### src/design/bmft_pkg.sv
// ---------------------------------------------------------------------------
// Biphase-mark frame transmitter package
// Command and result word types, frame phases and timing constants.
// ---------------------------------------------------------------------------
package bmft_pkg;

  typedef enum logic {
    CMD_SEND = 1'b0,
    CMD_TICK = 1'b1
  } cmd_kind_t;

  typedef struct packed {
    cmd_kind_t  kind;
    logic [7:0] data;
  } cmd_t;

  typedef struct packed {
    logic line_level;
    logic busy;
    logic pending;
  } res_t;

  typedef enum logic [2:0] {
    PH_IDLE  = 3'd0,
    PH_START = 3'd1,
    PH_BIT_A = 3'd2,
    PH_BIT_B = 3'd3,
    PH_PAR_A = 3'd4,
    PH_PAR_B = 3'd5,
    PH_STOP  = 3'd6
  } phase_t;

  localparam logic [2:0] START_TICKS = 3'd5;
  localparam logic [2:0] STOP_TICKS  = 3'd6;

endpackage

### src/design/bmft_queue.sv
// ---------------------------------------------------------------------------
// Biphase-mark frame transmitter word queue
// Small register FIFO with push/full and pop/empty sides.
// ---------------------------------------------------------------------------
module bmft_queue #(
  parameter int WIDTH = 8,
  parameter int DEPTH = 2
) (
  input  logic             clk,
  input  logic             rst_n,
  input  logic             push,
  input  logic [WIDTH-1:0] wdata,
  output logic             full,
  input  logic             pop,
  output logic [WIDTH-1:0] rdata,
  output logic             empty
);

  localparam int AW = (DEPTH > 1) ? $clog2(DEPTH) : 1;
  localparam int CW = $clog2(DEPTH + 1);

  logic [WIDTH-1:0] slot_r [DEPTH];
  logic [AW-1:0]    wr_ptr_r, wr_ptr_nxt;
  logic [AW-1:0]    rd_ptr_r, rd_ptr_nxt;
  logic [CW-1:0]    count_r, count_nxt;
  logic             do_push, do_pop;

  assign full    = (count_r == CW'(DEPTH));
  assign empty   = (count_r == '0);
  assign do_push = push && !full;
  assign do_pop  = pop && !empty;
  assign rdata   = slot_r[rd_ptr_r];

  always_comb begin
    wr_ptr_nxt = wr_ptr_r;
    rd_ptr_nxt = rd_ptr_r;
    count_nxt  = count_r;
    if (do_push) begin
      wr_ptr_nxt = (wr_ptr_r == AW'(DEPTH - 1)) ? '0 : wr_ptr_r + 1'b1;
    end
    if (do_pop) begin
      rd_ptr_nxt = (rd_ptr_r == AW'(DEPTH - 1)) ? '0 : rd_ptr_r + 1'b1;
    end
    if (do_push && !do_pop) begin
      count_nxt = count_r + 1'b1;
    end else if (do_pop && !do_push) begin
      count_nxt = count_r - 1'b1;
    end
  end

  always_ff @(posedge clk) begin
    if (!rst_n) begin
      wr_ptr_r <= '0;
      rd_ptr_r <= '0;
      count_r  <= '0;
    end else begin
      wr_ptr_r <= wr_ptr_nxt;
      rd_ptr_r <= rd_ptr_nxt;
      count_r  <= count_nxt;
    end
  end

  always_ff @(posedge clk) begin
    if (do_push) begin
      slot_r[wr_ptr_r] <= wdata;
    end
  end

endmodule

### src/design/bmft_front.sv
// ---------------------------------------------------------------------------
// Biphase-mark frame transmitter front end
// Accepts input words, classifies them as send or tick, queues commands.
// ---------------------------------------------------------------------------
module bmft_front (
  input  logic          clk,
  input  logic          rst_n,
  input  logic          in_push,
  output logic          in_full,
  input  logic          in_opcode,
  input  logic [7:0]    in_send_data,
  output logic          cmd_valid,
  output bmft_pkg::cmd_t cmd,
  input  logic          cmd_pop
);

  bmft_pkg::cmd_t cmd_in;
  logic           cmd_empty;
  logic [$bits(bmft_pkg::cmd_t)-1:0] cmd_bits;

  always_comb begin
    cmd_in.kind = in_opcode ? bmft_pkg::CMD_TICK : bmft_pkg::CMD_SEND;
    cmd_in.data = in_send_data;
  end

  bmft_queue #(
    .WIDTH ($bits(bmft_pkg::cmd_t)),
    .DEPTH (2)
  ) u_cmd_q (
    .clk   (clk),
    .rst_n (rst_n),
    .push  (in_push),
    .wdata (cmd_in),
    .full  (in_full),
    .pop   (cmd_pop),
    .rdata (cmd_bits),
    .empty (cmd_empty)
  );

  assign cmd       = bmft_pkg::cmd_t'(cmd_bits);
  assign cmd_valid = !cmd_empty;

endmodule

### src/design/bmft_back.sv
// ---------------------------------------------------------------------------
// Biphase-mark frame transmitter back end
// Runs the frame FSM one command per cycle unless res_full; queues results.
// ---------------------------------------------------------------------------
module bmft_back #(
  parameter int DATA_BITS = 6
) (
  input  logic           clk,
  input  logic           rst_n,
  input  logic           cmd_valid,
  input  bmft_pkg::cmd_t cmd,
  output logic           cmd_pop,
  input  logic           out_pop,
  output logic           out_empty,
  output bmft_pkg::res_t res
);

  bmft_pkg::phase_t phase_r, phase_nxt;
  logic [2:0] tick_left_r, tick_left_nxt;
  logic [2:0] bit_index_r, bit_index_nxt;
  logic [7:0] frame_byte_r, frame_byte_nxt;
  logic       parity_r, parity_nxt;
  logic       pin_r, pin_nxt;
  logic       pend_r, pend_nxt;
  logic [7:0] pend_byte_r, pend_byte_nxt;
  logic       res_full;
  bmft_pkg::res_t res_in;
  logic [$bits(bmft_pkg::res_t)-1:0] res_bits;

  assign cmd_pop = cmd_valid && !res_full;

  always_comb begin
    phase_nxt      = phase_r;
    tick_left_nxt  = tick_left_r;
    bit_index_nxt  = bit_index_r;
    frame_byte_nxt = frame_byte_r;
    parity_nxt     = parity_r;
    pin_nxt        = pin_r;
    pend_nxt       = pend_r;
    pend_byte_nxt  = pend_byte_r;
    if (cmd.kind == bmft_pkg::CMD_SEND) begin
      pend_byte_nxt = cmd.data;
      pend_nxt      = 1'b1;
    end else begin
      case (phase_r)
        bmft_pkg::PH_START: begin
          pin_nxt       = 1'b1;
          tick_left_nxt = tick_left_r - 1'b1;
          if (tick_left_nxt == '0) begin
            pin_nxt   = 1'b0;
            phase_nxt = bmft_pkg::PH_BIT_A;
          end
        end
        bmft_pkg::PH_BIT_A: begin
          pin_nxt   = pin_r ^ frame_byte_r[bit_index_r];
          phase_nxt = bmft_pkg::PH_BIT_B;
        end
        bmft_pkg::PH_BIT_B: begin
          pin_nxt = !pin_r;
          if (bit_index_r == '0) begin
            phase_nxt = bmft_pkg::PH_PAR_A;
          end else begin
            bit_index_nxt = bit_index_r - 1'b1;
            phase_nxt     = bmft_pkg::PH_BIT_A;
          end
        end
        bmft_pkg::PH_PAR_A: begin
          pin_nxt   = pin_r ^ parity_r;
          phase_nxt = bmft_pkg::PH_PAR_B;
        end
        bmft_pkg::PH_PAR_B: begin
          pin_nxt       = !pin_r;
          phase_nxt     = bmft_pkg::PH_STOP;
          tick_left_nxt = bmft_pkg::STOP_TICKS;
        end
        bmft_pkg::PH_STOP: begin
          pin_nxt       = 1'b0;
          tick_left_nxt = tick_left_r - 1'b1;
          if (tick_left_nxt == '0) begin
            phase_nxt = bmft_pkg::PH_IDLE;
          end
        end
        default: begin
        end
      endcase
    end
    if (phase_nxt == bmft_pkg::PH_IDLE && pend_nxt) begin
      pend_nxt       = 1'b0;
      frame_byte_nxt = pend_byte_nxt;
      phase_nxt      = bmft_pkg::PH_START;
      tick_left_nxt  = bmft_pkg::START_TICKS;
      bit_index_nxt  = 3'(DATA_BITS - 1);
      parity_nxt     = ^pend_byte_nxt;
    end
    res_in.line_level = pin_nxt;
    res_in.busy       = (phase_nxt != bmft_pkg::PH_IDLE);
    res_in.pending    = pend_nxt;
  end

  always_ff @(posedge clk) begin
    if (!rst_n) begin
      phase_r      <= bmft_pkg::PH_IDLE;
      tick_left_r  <= '0;
      bit_index_r  <= '0;
      frame_byte_r <= '0;
      parity_r     <= 1'b0;
      pin_r        <= 1'b0;
      pend_r       <= 1'b0;
      pend_byte_r  <= '0;
    end else if (cmd_pop) begin
      phase_r      <= phase_nxt;
      tick_left_r  <= tick_left_nxt;
      bit_index_r  <= bit_index_nxt;
      frame_byte_r <= frame_byte_nxt;
      parity_r     <= parity_nxt;
      pin_r        <= pin_nxt;
      pend_r       <= pend_nxt;
      pend_byte_r  <= pend_byte_nxt;
    end
  end

  bmft_queue #(
    .WIDTH ($bits(bmft_pkg::res_t)),
    .DEPTH (2)
  ) u_res_q (
    .clk   (clk),
    .rst_n (rst_n),
    .push  (cmd_pop),
    .wdata (res_in),
    .full  (res_full),
    .pop   (out_pop),
    .rdata (res_bits),
    .empty (out_empty)
  );

  assign res = bmft_pkg::res_t'(res_bits);

endmodule

### src/design/biphase_mark_frame_transmitter.sv
// ---------------------------------------------------------------------------
// Biphase-mark frame transmitter
// Sends the low DATA_BITS bits of a byte as a biphase-mark frame, one line
// level per half-bit tick word.
// Input words: push/full with in_opcode (0 send request, 1 tick) and
// in_send_data. Result words: empty/pop with out_line_level, out_busy_res
// and out_request_pending, one result word per input word, in order.
// An accepted word is registered in the command queue, then its result in
// the result queue. Throughput: one word per cycle while the result queue
// has room, set by the frame state machine, which updates once per command.
// A two-word command queue and a two-word result queue part the sides; when
// the receiver stalls the result queue fills, the state machine holds, then
// the command queue fills and full rises.
// Reset (rst_n low, synchronous) empties both queues, idles the frame
// machine, clears the request slot and drives the line low.
// ---------------------------------------------------------------------------
module biphase_mark_frame_transmitter #(
  parameter int DATA_BITS = 6
) (
  input  logic       clk,
  input  logic       rst_n,
  input  logic       in_push,
  output logic       in_full,
  input  logic       in_opcode,
  input  logic [7:0] in_send_data,
  output logic       out_empty,
  input  logic       out_pop,
  output logic       out_line_level,
  output logic       out_busy_res,
  output logic       out_request_pending
);

  logic           cmd_valid;
  logic           cmd_pop;
  bmft_pkg::cmd_t cmd;
  bmft_pkg::res_t res;

  bmft_front u_front (
    .clk          (clk),
    .rst_n        (rst_n),
    .in_push      (in_push),
    .in_full      (in_full),
    .in_opcode    (in_opcode),
    .in_send_data (in_send_data),
    .cmd_valid    (cmd_valid),
    .cmd          (cmd),
    .cmd_pop      (cmd_pop)
  );

  bmft_back #(
    .DATA_BITS (DATA_BITS)
  ) u_back (
    .clk       (clk),
    .rst_n     (rst_n),
    .cmd_valid (cmd_valid),
    .cmd       (cmd),
    .cmd_pop   (cmd_pop),
    .out_pop   (out_pop),
    .out_empty (out_empty),
    .res       (res)
  );

  assign out_line_level      = res.line_level;
  assign out_busy_res        = res.busy;
  assign out_request_pending = res.pending;

endmodule

### config.mk
export PLATFORM = sky130hd
export DESIGN_NAME = biphase_mark_frame_transmitter
export DESIGN_NICKNAME = d
export VERILOG_FILES = /design/src/design/bmft_pkg.sv /design/src/design/bmft_queue.sv /design/src/design/bmft_front.sv /design/src/design/bmft_back.sv /design/src/design/biphase_mark_frame_transmitter.sv
export SDC_FILE = /design/constraint.sdc
export NUM_CORES = 1
export LEC_CHECK = 0
export BUFFER_PORTS_ARGS = -buffer_cell sky130_fd_sc_hd__buf_2
export CAP_MARGIN = 20
export CORE_ASPECT_RATIO = 1.75
export CORE_MARGIN = 2
export CORE_UTILIZATION = 25
export DETAILED_ROUTE_END_ITERATION = 12
export HOLD_SLACK_MARGIN = 0.02
export SLEW_MARGIN = 20
export SYNTH_ARGS = -nofsm -noshare
export SYNTH_HDL_FRONTEND = slang
export SYNTH_SLANG_ARGS = --single-unit
### constraint.sdc
create_clock -name clk -period 7.05 [get_ports clk]
set_clock_uncertainty 0.15 [all_clocks]
set_input_delay 1.41 -clock clk [delete_from_list [all_inputs] [get_ports clk]]
set_output_delay 1.41 -clock clk [all_outputs]
set_load 0.03 [all_outputs]
==> out/metrics.cfg, run 1 <==
[global_route]
grt_pass1_wl_mm = 9.85
grt-ovfl-total = 0
grt.total_usage_pct = 9.97
grt_pass1_vias = 2221
antenna_found_initial = 0
grt_max_degree = 34

[die]
io_pins = 18
dieArea_sq_um = 12900
die_y_microns = 149
rows = 52
die_width_microns = 86.7
coreArea_sq_um = 11600
start_util_pct = 25.7

[sta]
fin_tns_setup_ps = 0
worst-slew-pin-transition_ps = 1000
min_period_ps = 2830
worst_slack_ps = 4220
drv_slew = 0
rsz0062_at_grt = false
max_slew_margin_pct = 33.3
period_share_pct = 40.1
hold_ws_ps = 297
max_freq_mhz = 354
finalSetupViolations = 0
final-hold-violation-count = 0

[clock_network]
cts_made_buffers = 9
clock_latency_ps = 330
cts_tree = done
clock-sinks = 62
clk_pin_slew_ps = 50
cts_setup_buffers = 0
clock-root-buffer = clkbuf_16
cts_buffer_depth = 2
postCtsHoldBufs = 0
post_cts_resized = 0
htreeDepth = 3

[worst_setup_path]
worstPathRequired_ps = 7120
crit_chain = mux2i_4 > nor2_2 > a31o_1 > a21boi_0 > nor3_1 > o31a_1
slowest_delay_ps = 700
crit_fanout = 19
cp_slowest_cell = mux2i_4
critical-path-top-delay-family = compound AO/OA/AOI/OAI gates
worstSetupPathType = reg2reg
worstPathArrival_ps = 2900
regToRegSetupSlack_ps = 4220
path_buf_inv = 0
start_kind = flip-flop
cp-end-kind = flip-flop

[min_path]
hp-start = u_back.tick_left_r[1]
hp-class = reg2reg

[final_layout]
final_nets = 331
multiInputGateArea_sq_um = 1390
final_layout_size_suffix_gt1_share_pct = 18.6
fillers = 1210
final_cells = 452
layout_common_cells = nor2_1 (38), dfxtp_1 (38), a21oi_1 (24), edfxtp_1 (24)
syn_to_final_growth_pct = 16.0
diodes = 0
regArea_sq_um = 1480

[synth]
seq_area_frac_synth_pct = 49.5
ys_ff_latch = 62
postSynth.asyncResetShare_pct = 0
ys_dominant_reg_cell = dfxtp_1
syn-mean-instance-area_sq_um = 10.1
ys_warn_count = 0
synth-edff-count = 24
synth_cell_types = 54
netlist_area_sq_um = 2990
syn_inst = 296
synthesis.nets = 315

[power]
p_per_area_nw_per_um2 = 448
ir_drop_mv = 0.197
p_leak_nw = 1.27

[placed_design]
pre_cts_slack_ps = 4230
routabilityCongestion = 0.864
hpwl_mm = 4.29
dpl.cell_count = 436
io_buffers = 17

[route]
dr.first_iter.drc_count = 130
vias = 2179
drtAntennaViolNets = 0
via_per_inst = 4.82
wl_per_cell_microns = 13.1
drc_errors = 0
dr.pass1.iters = 4
wl_mm = 5.94

[outcome]
status = finished, final reports clean

[job]
drv_cap = 0

## synthesized netlist by cell type (all sizes together), types with 2 or more instances
| library cell | number | area, sq um |
|---|---|---|
| and3 | 2 | 17.5 |
| a221oi | 2 | 17.5 |
| xor2 | 6 | 52.6 |
| a21boi | 2 | 15.0 |
| nand2 | 15 | 56.3 |
| or3b | 4 | 35.0 |
| clkbuf | 9 | 33.8 |
| nor4 | 2 | 18.8 |
| mux2i | 7 | 82.6 |
| buf | 5 | 31.3 |
| a211oi | 4 | 30.0 |
| or3 | 6 | 37.5 |
| nor2b | 3 | 18.8 |
| o21ai | 11 | 55.1 |
| xnor2 | 10 | 87.6 |
| mux4 | 2 | 48.8 |
| o211ai | 4 | 30.0 |
| edfxtp | 24 | 721 |
| ha | 6 | 75.1 |
| a21oi | 24 | 120 |
| inv | 17 | 63.8 |
| a31oi | 4 | 25.0 |
| nor2 | 39 | 149 |
| dfxtp | 38 | 761 |
| mux2 | 13 | 146 |
| and2 | 4 | 27.5 |
| nand2b | 10 | 62.6 |
| o22ai | 2 | 12.5 |
| nor3 | 5 | 25.0 |
## flip-flops by register name, indices dropped and copies added (netlist names), named ones only
name	count
u_back.u_res_q.wr_ptr_r	1
u_back.pend_r	1
u_back.u_res_q.slot_r	6
u_front.u_cmd_q.rd_ptr_r	1
u_back.parity_r	1
u_back.frame_byte_r	8
u_back.pend_byte_r	8
u_front.u_cmd_q.slot_r	18
u_front.u_cmd_q.wr_ptr_r	1
u_back.u_res_q.rd_ptr_r	1
u_back.phase_r	3
u_back.u_res_q.count_r	2
u_front.u_cmd_q.count_r	2
u_back.pin_r	1
u_back.bit_index_r	3
u_back.tick_left_r	3
## per-stage QoR
| stage | utilization [%] | power (W) | instance area [sq um] |
|---|---|---|---|
| 2_1_floorplan | - | 0.00103 | 2990 |
| 3_3_place_gp | 27.5 | 0.00115 | 3200 |
| 3_5_place_dp | 27.5 | 0.00117 | 3200 |
| 4_1_cts | 29.8 | 0.00157 | 3470 |
| 5_1_grt | 29.8 | 0.00166 | 3470 |
| 6_report | 29.8 | 0.00155 | 3470 |
## cells by family after synthesis
group           after synthesis  synth area share, %
simple gates                 93                 15.6
flops                        62                 49.5
mux                          22                 9.29
compound gates               66                 14.1
buf+inv                      31                 4.31
xor+xnor                     16                 4.69
fa+ha+maj                     6                 2.51
## final timing paths
| kind | endpoint | cells past startpoint |
|---|---|---|
| worst max-delay path | u_back.bit_index_r[2] | 6 |
| worst max register to register | u_back.bit_index_r[2] | 6 |
| worst min register to register | u_back.tick_left_r[1] | 2 |
| worst min-delay path | u_back.tick_left_r[1] | 2 |
## worst register-to-register path, cell delays in order, from the launching register on
cell      delay [ps]
dfxtp_1          650
mux2i_4          700
nor2_2           100
a31o_1           280
a21boi_0         420
nor3_1           120
o31a_1           290
## power breakdown
group / total (W) / internal, W / switching (W)
clock network: 0.000393 / 0.000244 / 0.000150
registers: 0.000554 / 0.000481 / 0.0000736
logic: 0.000606 / 0.000259 / 0.000347
## area by class of cell
cell class / instances / share of cell area (%)
Clock inverter: 5 / 0.757
Sequential cell: 62 / 42.7
Timing Repair Buffer: 19 / 2.88
Inverter: 17 / 1.84
Tap cell: 135 / 4.87
Clock buffer: 11 / 7.00
Multi-Input combinational cell: 203 / 40.0
## per-layer routing
| metal | global-route usage [%] | vias to the layer above | routed length [microns] |
|---|---|---|---|
| met1 | 9.77 | 1037 | 2280 |
| li1 | - | 1082 | - |
| met4 | 7.50 | 0 | 223 |
| met2 | 17.3 | 43 | 3260 |
| met5 | 0 | - | 0 |
| met3 | 2.72 | 17 | 177 |
Note: power is estimated with default switching activity, not from simulation.
==> run 2: changes to the inputs <==
- clock period: 7.05 -> 2.8 ns (I/O delays scaled with it)
==> run 2 against run 1 <==
Compared with the run above:
- combinational power grew to 2.6 times the previous value
- global-route usage increased by 0.40 points
- register-to-register slack got worse by 3900 ps
- sequential share of layout area decreased by 0.35 points
- first-iteration DRC count rose by 14%
- count of clock-buffer cells in the layout grew 3
- core utilization grew 0.25 points
- worst setup slack worse by 3900 ps
- worst hold slack worse by 25 ps
- cell count rose by 1.3%
- die area did not move
- critical path type unchanged
==> out/metrics.cfg, run 2 (same netlist as run 1, synthesis figures left out) <==
[final_layout]
design_area_sq_um = 3500  ; +0.83%
fin_util_pct = 30.0  ; +0.25 points
largestRegisters = u_front.u_cmd_q.slot_r: 18 flops, u_back.frame_byte_r: 8 flops, u_back.pend_byte_r: 8 flops
layout_common_cells = nor2_1 (38), dfxtp_1 (38), a21oi_1 (24), edfxtp_1 (24)
top_register = u_front.u_cmd_q.slot_r
final_nets = 337  ; +1.8%
diodes = 0  ; unchanged
largest_reg_flops = 18  ; unchanged
syn_to_final_growth_pct = 17.0
final_layout_size_suffix_gt1_share_pct = 18.9  ; +0.27 points

[die]
dieArea_sq_um = 12900  ; unchanged
coreArea_sq_um = 11600  ; unchanged
io_pins = 18  ; unchanged
rows = 52  ; unchanged
die_width_microns = 86.7  ; unchanged
die_y_microns = 149  ; unchanged
start_util_pct = 25.7  ; unchanged

[worst_setup_path]
start_kind = flip-flop
ff2ff_path_depth = 6  ; unchanged
worstPathArrival_ps = 2520  ; -380 ps
worstPathRequired_ps = 2870  ; -4250 ps
crit_fanout = 14  ; -5
slowest_delay_ps = 630  ; -70 ps
worstSetupPathType = reg2reg
timing.rr.end = u_back.bit_index_r[2]
cp_slowest_cell = dfxtp_1
regToRegSetupSlack_ps = 340  ; -3880 ps
cp-end-kind = flip-flop
crit_chain = mux2_2 > nand3_1 > nand2b_1 > a21boi_0 > nor3_1 > o31a_1

[sta]
max_freq_mhz = 407  ; +15%
finalSetupViolations = 0  ; unchanged
drv_slew = 0  ; unchanged
min_period_ps = 2460  ; -369 ps
worst-slew-pin-transition_ps = 779  ; -221 ps
worst_slack_ps = 341  ; -3880 ps
period_share_pct = 87.8  ; +48 points
final-hold-violation-count = 0  ; unchanged
fin_tns_setup_ps = 0  ; unchanged
max_slew_margin_pct = 47.9  ; +15 points
rsz0062_at_grt = false

[placed_design]
routabilityCongestion = 0.885  ; +2.4%
io_buffers = 17  ; unchanged
pre_cts_slack_ps = 329  ; -3900 ps
placed_area_sq_um = 3250  ; +1.4%
hpwl_mm = 4.53  ; +5.7%

[min_path]
hp-class = in2reg
hp-start = in_send_data[1]
hold_path_end = u_front.u_cmd_q.slot_r[0][1]
hold_depth = 1  ; -1

[power]
ir_drop_mv = 0.609  ; +210%
p_leak_nw = 1.29  ; +1.5%
p_per_area_nw_per_um2 = 1120  ; +150%

[route]
wl_mm = 6.15  ; +3.6%
wl_per_cell_microns = 13.4  ; +2.2%
drtAntennaViolNets = 0  ; unchanged
dr.first_iter.drc_count = 148  ; +14%
via_per_inst = 4.89  ; +1.5%
dr.pass1.iters = 5  ; +1
drc_errors = 0  ; unchanged
vias = 2241  ; +2.8%

[job]
drv_cap = 0  ; unchanged

[clock_network]
clock_latency_ps = 330  ; about the same
cts_setup_buffers = 0  ; unchanged
clock-root-buffer = clkbuf_16
post_cts_resized = 0  ; unchanged
clk_pin_slew_ps = 50  ; about the same
cts_tree = done
cts_buffer_depth = 2  ; unchanged
postCtsHoldBufs = 0  ; unchanged
cts_made_buffers = 9  ; unchanged
htreeDepth = 3  ; unchanged
clock-sinks = 62  ; unchanged

[outcome]
status = finished, final reports clean

[global_route]
grt_pass1_wl_mm = 10.2  ; +3.4%
grt_pass1_vias = 2220  ; -0.045%
antenna_found_initial = 0  ; unchanged
grt-ovfl-total = 0  ; unchanged
grt.total_usage_pct = 10.4  ; +0.40 points
grt_max_degree = 34  ; unchanged

## run 2: cell types whose count changed in the layout (fill, tap and decap cells not counted), sizes merged
cell      delta
clkinvlp     -1
clkinv       -2
clkbuf       +3
buf          +6
## run 2: area by class of cell
class	count	area, sq um
Fill cell	1170	8150
Clock inverter	2	8.76
Timing Repair Buffer	25	145
Clock buffer	14	244
Multi-Input combinational cell	203	1390
Tap cell	135	169
Sequential cell	62	1480
Inverter	17	63.8
## run 2: where the power goes
group          total, W  leakage (nW)  internal [W]  switching (W)
combinational   0.00159         0.628      0.000690       0.000897
sequential      0.00138         0.535       0.00121       0.000173
clock          0.000946         0.122      0.000593       0.000353
## run 2: metal layers
metal / routed length (microns) / track usage (%) / part of all wire, %
met1: 2300 / 10.3 / 37
met5: 0 / 0 / 0
met3: 271 / 3.11 / 4.4
met4: 383 / 8.52 / 6.2
met2: 3200 / 17.4 / 52
## run 2: worst max path at each step
stage	startpoint	slack (ps)	end
floorplan	u_back.u_res_q.count_r[1]	530	u_back.u_res_q.count_r[1]
global placement	flip-flop	410	u_back.bit_index_r[2]
detailed placement	flip-flop	330	u_back.bit_index_r[2]
CTS	flip-flop	330	u_back.bit_index_r[2]
global route	flip-flop	180	u_back.bit_index_r[2]
finish	flip-flop	340	u_back.bit_index_r[2]
## run 2: through the flow
step	hold slack, ps	power (W)	cells
floorplan	282	0.00259	296
global placement	294	0.00295	442
detailed placement	307	0.00299	442
CTS	257	0.00396	458
global route	263	0.00418	458
finish	272	0.00392	458
## run 2: critical path: cells and delay by family (launching register included)
kind	cells	cell delay, ps
AOI/OAI and AO/OA	2	720
and+or+nand+nor	3	390
muxes	1	460
DFF	1	630
